`src/hw/rtl/h2r_pkg.sv`:
```
`timescale 1ns / 1ps
`default_nettype none
// ----------------------------------------------------------------------------
// h2r_pkg
// Types, fixed-point constants and the hue segment function shared by the
// HSL to RGB converter.
// ----------------------------------------------------------------------------
package h2r_pkg;

  localparam int FRAC_BITS = 16;
  localparam int IN_W      = FRAC_BITS + 1;      // input fraction, 0..1.0
  localparam int U_W       = FRAC_BITS + 4;      // six times hue, plus offset
  localparam int LS_W      = 2 * IN_W;           // l * s product
  localparam int Q_W       = 2 * FRAC_BITS + 2;  // q before the shift
  localparam int C_W       = 2 * FRAC_BITS + 1;  // channel value, 0..ONE^2

  localparam logic [IN_W-1:0] ONE  = IN_W'(1) << FRAC_BITS;
  localparam logic [IN_W-1:0] HALF = IN_W'(1) << (FRAC_BITS - 1);

  localparam logic [U_W-1:0] ONE_U   = U_W'(1) << FRAC_BITS;
  localparam logic [U_W-1:0] TWO_U   = U_W'(2) << FRAC_BITS;
  localparam logic [U_W-1:0] THREE_U = U_W'(3) << FRAC_BITS;
  localparam logic [U_W-1:0] FOUR_U  = U_W'(4) << FRAC_BITS;
  localparam logic [U_W-1:0] SIX_U   = U_W'(6) << FRAC_BITS;

  // hue segment codes
  localparam logic [1:0] SEG_RISE = 2'd0;
  localparam logic [1:0] SEG_HIGH = 2'd1;
  localparam logic [1:0] SEG_FALL = 2'd2;
  localparam logic [1:0] SEG_LOW  = 2'd3;

  typedef struct packed {
    logic [IN_W-1:0] hue;
    logic [IN_W-1:0] saturation;
    logic [IN_W-1:0] lightness;
  } hsl_t;

  typedef struct packed {
    logic [7:0] red;
    logic [7:0] green;
    logic [7:0] blue;
  } rgb_t;

  typedef struct packed {
    logic [IN_W-1:0] p;
    logic [IN_W-1:0] q;
    logic [IN_W-1:0] d;
    logic [IN_W-1:0] l;
    logic            grey;
  } level_t;

  typedef struct packed {
    logic [1:0]      seg;
    logic [IN_W-1:0] x;
  } seg_x_t;

  typedef struct packed {
    logic s1;
    logic s2;
  } prep_en_t;

  typedef struct packed {
    logic s3;
    logic s4;
    logic s5;
  } chan_en_t;

  function automatic seg_x_t hue_segment(logic [U_W-1:0] u);
    seg_x_t r;
    r.x = '0;
    if (u < ONE_U) begin
      r.seg = SEG_RISE;
      r.x   = u[IN_W-1:0];
    end else if (u < THREE_U) begin
      r.seg = SEG_HIGH;
    end else if (u < FOUR_U) begin
      r.seg = SEG_FALL;
      r.x   = IN_W'(FOUR_U - u);
    end else begin
      r.seg = SEG_LOW;
    end
    return r;
  endfunction

endpackage
`default_nettype wire

```
`src/hw/rtl/h2r_prep.sv`:
```
`timescale 1ns / 1ps
`default_nettype none
// ----------------------------------------------------------------------------
// h2r_prep
// Stages 1-2: input clamp, l*s product and hue offsets, then q, p, q-p and
// the hue segment of each channel.
// ----------------------------------------------------------------------------
module h2r_prep
  import h2r_pkg::*;
(
  input  wire logic     clk,
  input  wire prep_en_t en,
  input  wire hsl_t     hsl,
  output level_t        level,
  output seg_x_t        seg_r,
  output seg_x_t        seg_g,
  output seg_x_t        seg_b
);

  logic [IN_W-1:0] hc, sc, lc;
  logic [U_W-1:0]  u, ur_sum, ur_next, ub_next;

  logic [IN_W-1:0] l1, s1;
  logic [LS_W-1:0] ls1;
  logic            grey1;
  logic [U_W-1:0]  ur1, ug1, ub1;

  logic [Q_W-1:0]  q2;
  logic [IN_W-1:0] q_next, p_next;
  logic [IN_W:0]   p_wide;

  always_comb begin
    hc = (hsl.hue        > ONE) ? ONE : hsl.hue;
    sc = (hsl.saturation > ONE) ? ONE : hsl.saturation;
    lc = (hsl.lightness  > ONE) ? ONE : hsl.lightness;
    u  = (U_W'(hc) << 2) + (U_W'(hc) << 1);
    ur_sum  = u + TWO_U;
    ur_next = (ur_sum > SIX_U) ? ur_sum - SIX_U : ur_sum;
    ub_next = (u < TWO_U) ? u + FOUR_U : u - TWO_U;
  end

  always_ff @(posedge clk) begin
    if (en.s1) begin
      l1    <= lc;
      s1    <= sc;
      ls1   <= LS_W'(lc) * LS_W'(sc);
      grey1 <= (sc == '0);
      ur1   <= ur_next;
      ug1   <= u;
      ub1   <= ub_next;
    end
  end

  always_comb begin
    if (l1 < HALF) begin
      q2 = (Q_W'(l1) << FRAC_BITS) + Q_W'(ls1);
    end else begin
      q2 = ((Q_W'(l1) + Q_W'(s1)) << FRAC_BITS) - Q_W'(ls1);
    end
    q_next = q2[FRAC_BITS+IN_W-1:FRAC_BITS];
    p_wide = {l1, 1'b0} - {1'b0, q_next};
    p_next = p_wide[IN_W-1:0];
  end

  always_ff @(posedge clk) begin
    if (en.s2) begin
      level.p    <= p_next;
      level.q    <= q_next;
      level.d    <= q_next - p_next;
      level.l    <= l1;
      level.grey <= grey1;
      seg_r      <= hue_segment(ur1);
      seg_g      <= hue_segment(ug1);
      seg_b      <= hue_segment(ub1);
    end
  end

endmodule
`default_nettype wire

```
`src/hw/rtl/h2r_channel.sv`:
```
`timescale 1ns / 1ps
`default_nettype none
// ----------------------------------------------------------------------------
// h2r_channel
// Stages 3-5 of one color channel: ramp product, channel value, scale by 255
// with truncate and clamp, grey select.
// ----------------------------------------------------------------------------
module h2r_channel
  import h2r_pkg::*;
(
  input  wire logic     clk,
  input  wire chan_en_t en,
  input  wire level_t   level,
  input  wire seg_x_t   seg_x,
  output logic [7:0]    byte_out
);

  logic [C_W-1:0]  prod3;
  logic [IN_W-1:0] p3, q3, l3;
  logic [1:0]      seg3;
  logic            grey3;

  logic [C_W-1:0]  c_next, c4;
  logic [IN_W-1:0] l4;
  logic            grey4;

  logic [C_W+7:0]  c_scaled;
  logic [IN_W+7:0] g_scaled;
  logic [8:0]      c_byte, g_byte;
  logic [7:0]      byte_next;

  always_ff @(posedge clk) begin
    if (en.s3) begin
      prod3 <= C_W'(level.d) * C_W'(seg_x.x);
      p3    <= level.p;
      q3    <= level.q;
      l3    <= level.l;
      seg3  <= seg_x.seg;
      grey3 <= level.grey;
    end
  end

  always_comb begin
    unique case (seg3)
      SEG_RISE, SEG_FALL: c_next = (C_W'(p3) << FRAC_BITS) + prod3;
      SEG_HIGH:           c_next = C_W'(q3) << FRAC_BITS;
      default:            c_next = C_W'(p3) << FRAC_BITS;
    endcase
  end

  always_ff @(posedge clk) begin
    if (en.s4) begin
      c4    <= c_next;
      l4    <= l3;
      grey4 <= grey3;
    end
  end

  always_comb begin
    c_scaled  = {c4, 8'd0} - {8'd0, c4};
    g_scaled  = {l4, 8'd0} - {8'd0, l4};
    c_byte    = c_scaled[C_W+7:2*FRAC_BITS];
    g_byte    = g_scaled[IN_W+7:FRAC_BITS];
    if (grey4) begin
      byte_next = g_byte[8] ? 8'hFF : g_byte[7:0];
    end else begin
      byte_next = c_byte[8] ? 8'hFF : c_byte[7:0];
    end
  end

  always_ff @(posedge clk) begin
    if (en.s5) begin
      byte_out <= byte_next;
    end
  end

endmodule
`default_nettype wire

```
`src/hw/rtl/hsl_to_rgb_converter.sv`:
```
`timescale 1ns / 1ps
`default_nettype none
// Five register stages, each with its own valid bit, lie between an accepted
// input and rgb_valid. Throughput: one transaction per cycle while rgb_stall
// is low; the stall chain lets bubbles close up behind a stalled output.
// Reset: rst clears all stage valid bits; payload registers are not reset.
// ----------------------------------------------------------------------------
// hsl_to_rgb_converter
// Converts hue, saturation and lightness fractions to red, green and blue
// bytes.
// ----------------------------------------------------------------------------
module hsl_to_rgb_converter
  import h2r_pkg::*;
(
  input  wire logic clk,
  input  wire logic rst,
  input  wire logic hsl_valid,
  output logic      hsl_stall,
  input  wire hsl_t hsl,
  output logic      rgb_valid,
  input  wire logic rgb_stall,
  output rgb_t      rgb
);

  logic [4:0] v;
  logic [4:0] en;
  prep_en_t   prep_en;
  chan_en_t   chan_en;
  level_t     level;
  seg_x_t     seg_r, seg_g, seg_b;

  always_comb begin
    en[4] = !v[4] || !rgb_stall;
    en[3] = !v[3] || en[4];
    en[2] = !v[2] || en[3];
    en[1] = !v[1] || en[2];
    en[0] = !v[0] || en[1];
    prep_en.s1 = en[0];
    prep_en.s2 = en[1];
    chan_en.s3 = en[2];
    chan_en.s4 = en[3];
    chan_en.s5 = en[4];
  end

  always_ff @(posedge clk) begin
    if (rst) begin
      v <= '0;
    end else begin
      if (en[0]) v[0] <= hsl_valid;
      if (en[1]) v[1] <= v[0];
      if (en[2]) v[2] <= v[1];
      if (en[3]) v[3] <= v[2];
      if (en[4]) v[4] <= v[3];
    end
  end

  assign hsl_stall = !en[0];
  assign rgb_valid = v[4];

  h2r_prep u_prep (
    .clk   (clk),
    .en    (prep_en),
    .hsl   (hsl),
    .level (level),
    .seg_r (seg_r),
    .seg_g (seg_g),
    .seg_b (seg_b)
  );

  h2r_channel u_red (
    .clk      (clk),
    .en       (chan_en),
    .level    (level),
    .seg_x    (seg_r),
    .byte_out (rgb.red)
  );

  h2r_channel u_green (
    .clk      (clk),
    .en       (chan_en),
    .level    (level),
    .seg_x    (seg_g),
    .byte_out (rgb.green)
  );

  h2r_channel u_blue (
    .clk      (clk),
    .en       (chan_en),
    .level    (level),
    .seg_x    (seg_b),
    .byte_out (rgb.blue)
  );

endmodule
`default_nettype wire
```
`config.mk`:
```
export PLATFORM = sky130hd
export DESIGN_NAME = hsl_to_rgb_converter
export DESIGN_NICKNAME = d
export VERILOG_FILES = /design/src/hw/rtl/h2r_pkg.sv /design/src/hw/rtl/h2r_prep.sv /design/src/hw/rtl/h2r_channel.sv /design/src/hw/rtl/hsl_to_rgb_converter.sv
export SDC_FILE = /design/constraint.sdc
export NUM_CORES = 2
export LEC_CHECK = 0
export ABC_CLOCK_PERIOD_IN_PS = 17400
export BUFFER_PORTS_ARGS = -buffer_cell sky130_fd_sc_hd__buf_2
export CAP_MARGIN = 20
export CORE_MARGIN = 2
export CORE_UTILIZATION = 40
export DETAILED_ROUTE_END_ITERATION = 8
export MAX_ROUTING_LAYER = met4
export SYNTH_ARGS = -nofsm -noshare
export SYNTH_HDL_FRONTEND = slang
export SYNTH_HIERARCHICAL = 1
export SYNTH_SLANG_ARGS = --single-unit
```
`constraint.sdc`:
```
create_clock -name clk -period 17.4 [get_ports clk]
set_input_delay 3.48 -clock clk [delete_from_list [all_inputs] [get_ports clk]]
set_output_delay 3.48 -clock clk [all_outputs]
set_load 0.05 [all_outputs]
```
# After elaboration in Yosys (flattened, before gate mapping)
# Index checks and enable logic that the tools add are counted.
[totals]
output_inout_bits = 26
wordCells = 142
register_bits = 557
in_bits = 55
[op_classes]
reduce_logical = 22
n_mul = 4
magnitude_cmp = 15
n_addsub = 20
mux = 31
eq_ne = 6
[ops]
columns = ["cell", "count"]
rows = [
  ["17-bit 2-to-1 mux", 12],
  ["33-bit case mux with 2 select lines", 3],
  ["33-bit adder", 4],
  ["17-bit by 17-bit multiplier with 33-bit output", 4],
  ["41-bit by 33-bit subtractor with 41-bit output", 3],
  ["20-bit by 18-bit < comparator with 1-bit output (second input constant)", 4],
  ["20-bit by 17-bit < comparator with 1-bit output (second input constant)", 3],
  ["20-bit by 19-bit < comparator with 1-bit output (second input constant)", 3],
  ["8-bit 2-to-1 mux", 7],
  ["17-bit greater-than comparator (second input constant)", 3],
  ["1-bit by 17-bit subtractor with 17-bit output (first input constant)", 3],
  ["20-bit 2-to-1 mux", 2],
  ["17-bit subtractor", 2],
  ["33-bit 2-to-1 mux", 1],
  ["33-bit subtractor", 1],
  ["25-bit by 17-bit subtractor with 25-bit output", 1],
  ["19-bit by 18-bit adder with 20-bit output", 1],
  ["20-bit by 18-bit adder with 20-bit output (second input constant)", 1],
  ["20-bit by 19-bit adder with 20-bit output (second input constant)", 1],
  ["20-bit by 19-bit greater-than comparator with 1-bit output (second input constant)", 1],
  ["20-bit by 18-bit subtractor with 20-bit output (second input constant)", 1],
  ["20-bit by 19-bit subtractor with 20-bit output (second input constant)", 1],
  ["17-bit adder", 1],
  ["17-bit zero test", 1],
  ["8 further kinds", 34],
]

# Longest topological paths before layout
[depth]
depth_word = 7
ltp_mapped = 32
mapped_depth_nobuf = 32

# By module
# The synthesis kept the hierarchy.
[by_module_without_submodules]
columns = ["module", "seq_area_each_um2", "area_each_um2", "n_inst", "cells_per_inst"]
rows = [
  ["h2r_prep", 6426.2, 21604.5, 1, 2241],
  ["h2r_channel (u_blue)", 4384.2, 16366.9, 1, 1615],
  ["h2r_channel (u_red)", 4384.2, 16340.7, 1, 1600],
  ["h2r_channel (u_green)", 4384.2, 16331.9, 1, 1609],
  ["hsl_to_rgb_converter", 100.1, 209.0, 1, 22],
]

# Worst setup path after synthesis
# No wires, ideal clock.
[synth_path]
kind = "input -> register"
start = "input port hsl[9] in the netlist's numbering"
end = "register u_prep.ls1[31] (data pin)"
setup_slack_ps = 6851
required_time_ps = 17142
cell_stages = 28
setup_time_ps = 258
path_buffers = 2
arrival_time_ps = 10291
path_cell_list = "nor4_1 -> nand4_1 -> nand2_1 -> clkbuf_1 -> nand2_1 -> inv_1 -> clkbuf_1 -> nand2_1 -> fa_1 -> inv_1 -> fa_1 -> inv_1 -> fa_1 -> inv_1 -> fa_1 -> fa_1 -> fa_1 -> ha_1 -> a21o_1 -> a21o_1 -> a21oi_1 -> nor2b_1 -> a311o_1 -> o41a_1 -> o41ai_2 -> o211ai_1 -> a21oi_1 -> xnor2_1"
[synth_via]
elab_chain_cells = 3
[synth_rtl]
columns = ["element", "line", "text"]
rows = [
  ["start: declaration", "hsl_to_rgb_converter.sv:19", "input wire hsl_t hsl,"],
  ["17-bit greater-than comparator", "h2r_prep.sv:35", "lc = (hsl.lightness > ONE) ? ONE : hsl.lightness;"],
  ["17-bit 2-to-1 mux", "h2r_prep.sv:35", ""],
  ["named net u_prep.lc[6]", "h2r_prep.sv:20", "logic [IN_W-1:0] hc, sc, lc;"],
  ["17-bit by 17-bit multiplier with 33-bit output", "h2r_prep.sv:46", "ls1 <= LS_W'(lc) * LS_W'(sc);"],
  ["end signal: assignment", "h2r_prep.sv:46", ""],
  ["end: declaration", "h2r_prep.sv:24", "logic [LS_W-1:0] ls1;"],
]
# The timed path passes the listed nets, and every way through them passes these cells.
# A chain may end at the register's enable or synchronous reset.

# Worst setup path after layout
[layout_path]
start = "input port hsl[13] in the netlist's numbering"
end = "register u_prep.ls1[32] (data pin)"
[layout_via]
elab_chain_cells = 3
[layout_rtl]
columns = ["element", "line"]
rows = [
  ["17-bit greater-than comparator", "h2r_prep.sv:35"],
  ["17-bit 2-to-1 mux *", "h2r_prep.sv:35"],
  ["17-bit by 17-bit multiplier with 33-bit output *", "h2r_prep.sv:46"],
]
# Every way passes the cells marked *; elsewhere a longest branch is shown, timed or not.

==> results.toml <==
[synthesis]
synth_flop_cell = "edfxtp_1"
avgSynthCellArea_um2 = 10.0
synth_area_leaders = "edfxtp_1 28%, fa_1 25%, ha_1 12%"
ys_async_sr_fraction_pct = 0
ys_seq_elements = 657
synth_area_mm2 = 0.0709
yosysSeqAreaShare_pct = 27.8
ys_types = 117
synth_top_cell_by_area = "edfxtp_1"
synth_warnings = 6
synth_edf_count = 652
synth.top_cell.area_share_pct = 27.6
post_synth_inst_count = 7087

[worst_hold_path]
hp-class = "reg -> reg"
worstHoldStart = "u_green/l3[16]$_DFFE_PP_"

[final_layout]
stdcell_area_mm2 = 0.0766
finalNetCount = 8704
drive_gt1_share_pct = 4.73
areaGrowthSynthToFinish_pct = 8.08
fillers = 16700
post-route-util_pct = 43.5

[clock_tree]
cts_tree = "built"
cts_setup_buffers = 0
cts_root_buffer = "clkbuf_16"
worstSkewPairLatency_ns = 0.71
cts_buffers = 78
cts.sinks = 657
postCtsHoldBufs = 0
path_clk_slew_ns = 0.06
max-clock-path-buffers = 3
cts_resized = 0
ctsHtreeMaxLevel = 3

[grt]
grt_pass1_wl_um = 291000
grt_antenna_before_repair = 7
grt_max_degree = 127
grt_use_total_pct = 21.1
grt_pass1_vias = 52300
grt_overflow = 0

[floorplanning]
die_h_um = 425
fp-row-count = 154
die_area_mm2 = 0.181
initial_core_util_pct = 40.2
core_area_mm2 = 0.176
die_width_um = 425
ios = 81

[timing]
max_freq_mhz = 90.3
maxSlewViolCount = 0
worst_slack_ns = 6.33
fin_skew_ns = 0.0547
finalHoldViolations = 0
fin_crit_sh_pct = 63.6
rsz0062_at_grt = "no"
timing.slew.headroom_pct = 23.7
layout_min_cycle_time_ns = 11.07
worstMarginPinSlew_ns = 1.14
setup_viol = 0
holdWs_ns = 0.389
fin_tns_setup_ns = 0

[routing]
wl_um = 182000
antenna_left = 0
vias = 49500
post_drt_wl_per_cell_um = 19.2
drt_first_pass_iters = 6
drcViolationCount = 0
drt-initial-drc-count = 3671
via_per_inst = 5.22

[placed_design]
post_dp_cell_area_mm2 = 0.0737
port_buffers = 80
preCtsSetupSlack_ns = 5.79
gp_congestion = 0.903
dpl.hpwl_um = 140000

[power_and_ir_drop]
cellLeakagePower_uw = 0.0363
peakVddDrop_v = 0.000150
power.density_mw_per_mm2 = 175

[worst_setup_path]
crit_arrival_ns = 11.51
worst_path_largest_cell_delay_ns = 0.57
worstSetupEndpointType = "flop"
reg2reg_from = "u_prep/l1[0]$_DFFE_PP_"
cp-startpoint = "hsl[13]"
startpoint_type = "primary input"
cp_slowest_cell = "fa_1"
cp_max_fo = 24
crit_top_cell = "fa_1"
crit_type = "in -> reg"
critPathRequiredTime_ns = 17.85

[flow_run]
drv_cap = 0

[status]
status = "finished clean"
-- worst max-delay path: cells and delay by family --
| kind | cells | cell delay (ns) |
|---|---|---|
| AOI/OAI and AO/OA | 8 | 2.20 |
| xor gates and xnor gates | 1 | 0.12 |
| adders and majority gates | 7 | 3.44 |
| buffers and inverters | 3 | 0.65 |
| and+or+nand+nor | 6 | 1.60 |
-- final timing paths --
| check | endpoint | slack (ns) | cells after the start |
|---|---|---|---|
| setup / recovery | u_prep/ls1[32]$_DFFE_PP_ | 6.33 | 25 |
| setup reg to reg | u_prep/level[34]$_DFFE_PP_ | 9.87 | 29 |
| hold / removal | u_green/l4[16]$_DFFE_PP_ | 0.39 | 0 |
| hold reg to reg | u_green/l4[16]$_DFFE_PP_ | 0.39 | 0 |
-- registers in the layout (all words and copies together) (netlist names), 19 cells and up --
name and cells:
u_blue/prod3 33, u_green/prod3 33, u_red/prod3 33, u_red/c4 33
u_prep/ug1 19, u_green/c4 33, u_blue/c4 33, u_prep/ls1 33
u_prep/level 67
-- metrics by stage --
stage | total power, µW | cells
detailed placement | 11600 | 9339
finish | 13400 | 9490
global route | 14600 | 9486
floorplan | 9000 | 7090
global placement | 11500 | 9338
CTS | 13500 | 9481
-- layout by cell type (no fill, tap or decap), types with 15 or more instances in the layout --
cell | Yosys | routed
and3_1 | 39 | 39
mux2i_1 | 42 | 42
o211ai_1 | 29 | 29
nor2_1 | 369 | 368
nor4_1 | 34 | 31
nand3_1 | 54 | 53
xor2_1 | 65 | 65
xnor2_1 | 208 | 208
ha_1 | 669 | 669
clkbuf_16 | 0 | 78
o21ai_1 | 21 | 21
or2_2 | 15 | 15
nand4_1 | 20 | 20
a21o_1 | 98 | 98
clkinv_2 | 0 | 16
a211oi_1 | 36 | 36
edfxtp_1 | 652 | 652
nand2b_1 | 45 | 45
nor2b_1 | 92 | 92
nand2_1 | 814 | 813
o31ai_1 | 51 | 51
fa_1 | 899 | 899
o21ai_0 | 144 | 144
buf_2 | 0 | 80
o21bai_1 | 25 | 25
inv_1 | 1399 | 1399
or3_1 | 26 | 26
o21a_1 | 47 | 47
buf_4 | 5 | 35
nor3_1 | 70 | 70
a31oi_1 | 30 | 30
and2_1 | 397 | 397
clkinv_1 | 8 | 19
a21oi_1 | 234 | 234
-- where the power goes --
| part | total (µW) | switching (µW) | internal [µW] | leakage [µW] |
|---|---|---|---|---|
| registers | 3100 | 491 | 2610 | 0.00730 |
| logic | 8530 | 5280 | 3240 | 0.0276 |
| clock network | 1760 | 715 | 1050 | 0.00136 |
-- kinds of logic (layout without fill, tap and decap cells) --
family                     Yosys count  after routing  share of synthesized area (%)
other                                1             11                        0.00529
DFF                                657            657                           27.8
AOI/OAI and AO/OA                  871            871                           8.27
buffers and inverters             1617           1670                           8.59
xor gates and xnor gates           275            275                           3.44
adders and majority gates         1568           1568                           37.2
muxes                               57             57                          0.835
and+or+nand+nor                   2041           2041                           13.9
-- synth_stat cells, drive strengths merged (12+ instances only) --
cell type,number
mux2i,43
o21bai,26
nand2,815
and3,41
o21ai,168
xor2,65
a21o,98
a211o,13
a211oi,39
edfxtp,652
nand4,20
o41ai,13
mux2,14
or3,30
a32oi,12
or4,14
o21a,48
nor2b,92
a21oi,237
inv,1403
buf,12
xnor2,210
ha,669
nor3,72
nor2,369
nand2b,46
o31ai,52
or2,17
clkbuf,194
a31oi,30
nand3,55
and2,399
o211ai,29
fa,899
nor4,36
-- layer usage --
| layer | track usage [%] | routed length [µm] | vias to the layer above |
|---|---|---|---|
| met3 | 2.70 | 9790 | 267 |
| met1 | 28.0 | 81600 | 25100 |
| met2 | 34.2 | 86300 | 1326 |
| met4 | 5.77 | 4670 | 0 |
| li1 | - | - | 22800 |
| met5 | - | 0 | - |
-- cell type report --
cell class,count,area [µm²],area share [%]
Clock inverter,61,831,1.08
Antenna cell,7,17.5,0.0229
Timing Repair Buffer,117,711,0.928
Inverter,1411,5300,6.93
Tap cell,2340,2930,3.82
Multi-Input combinational cell,4816,45100,59.0
Clock buffer,81,1960,2.56
Sequential cell,657,19700,25.7
Power figures use the tool's default switching activity.
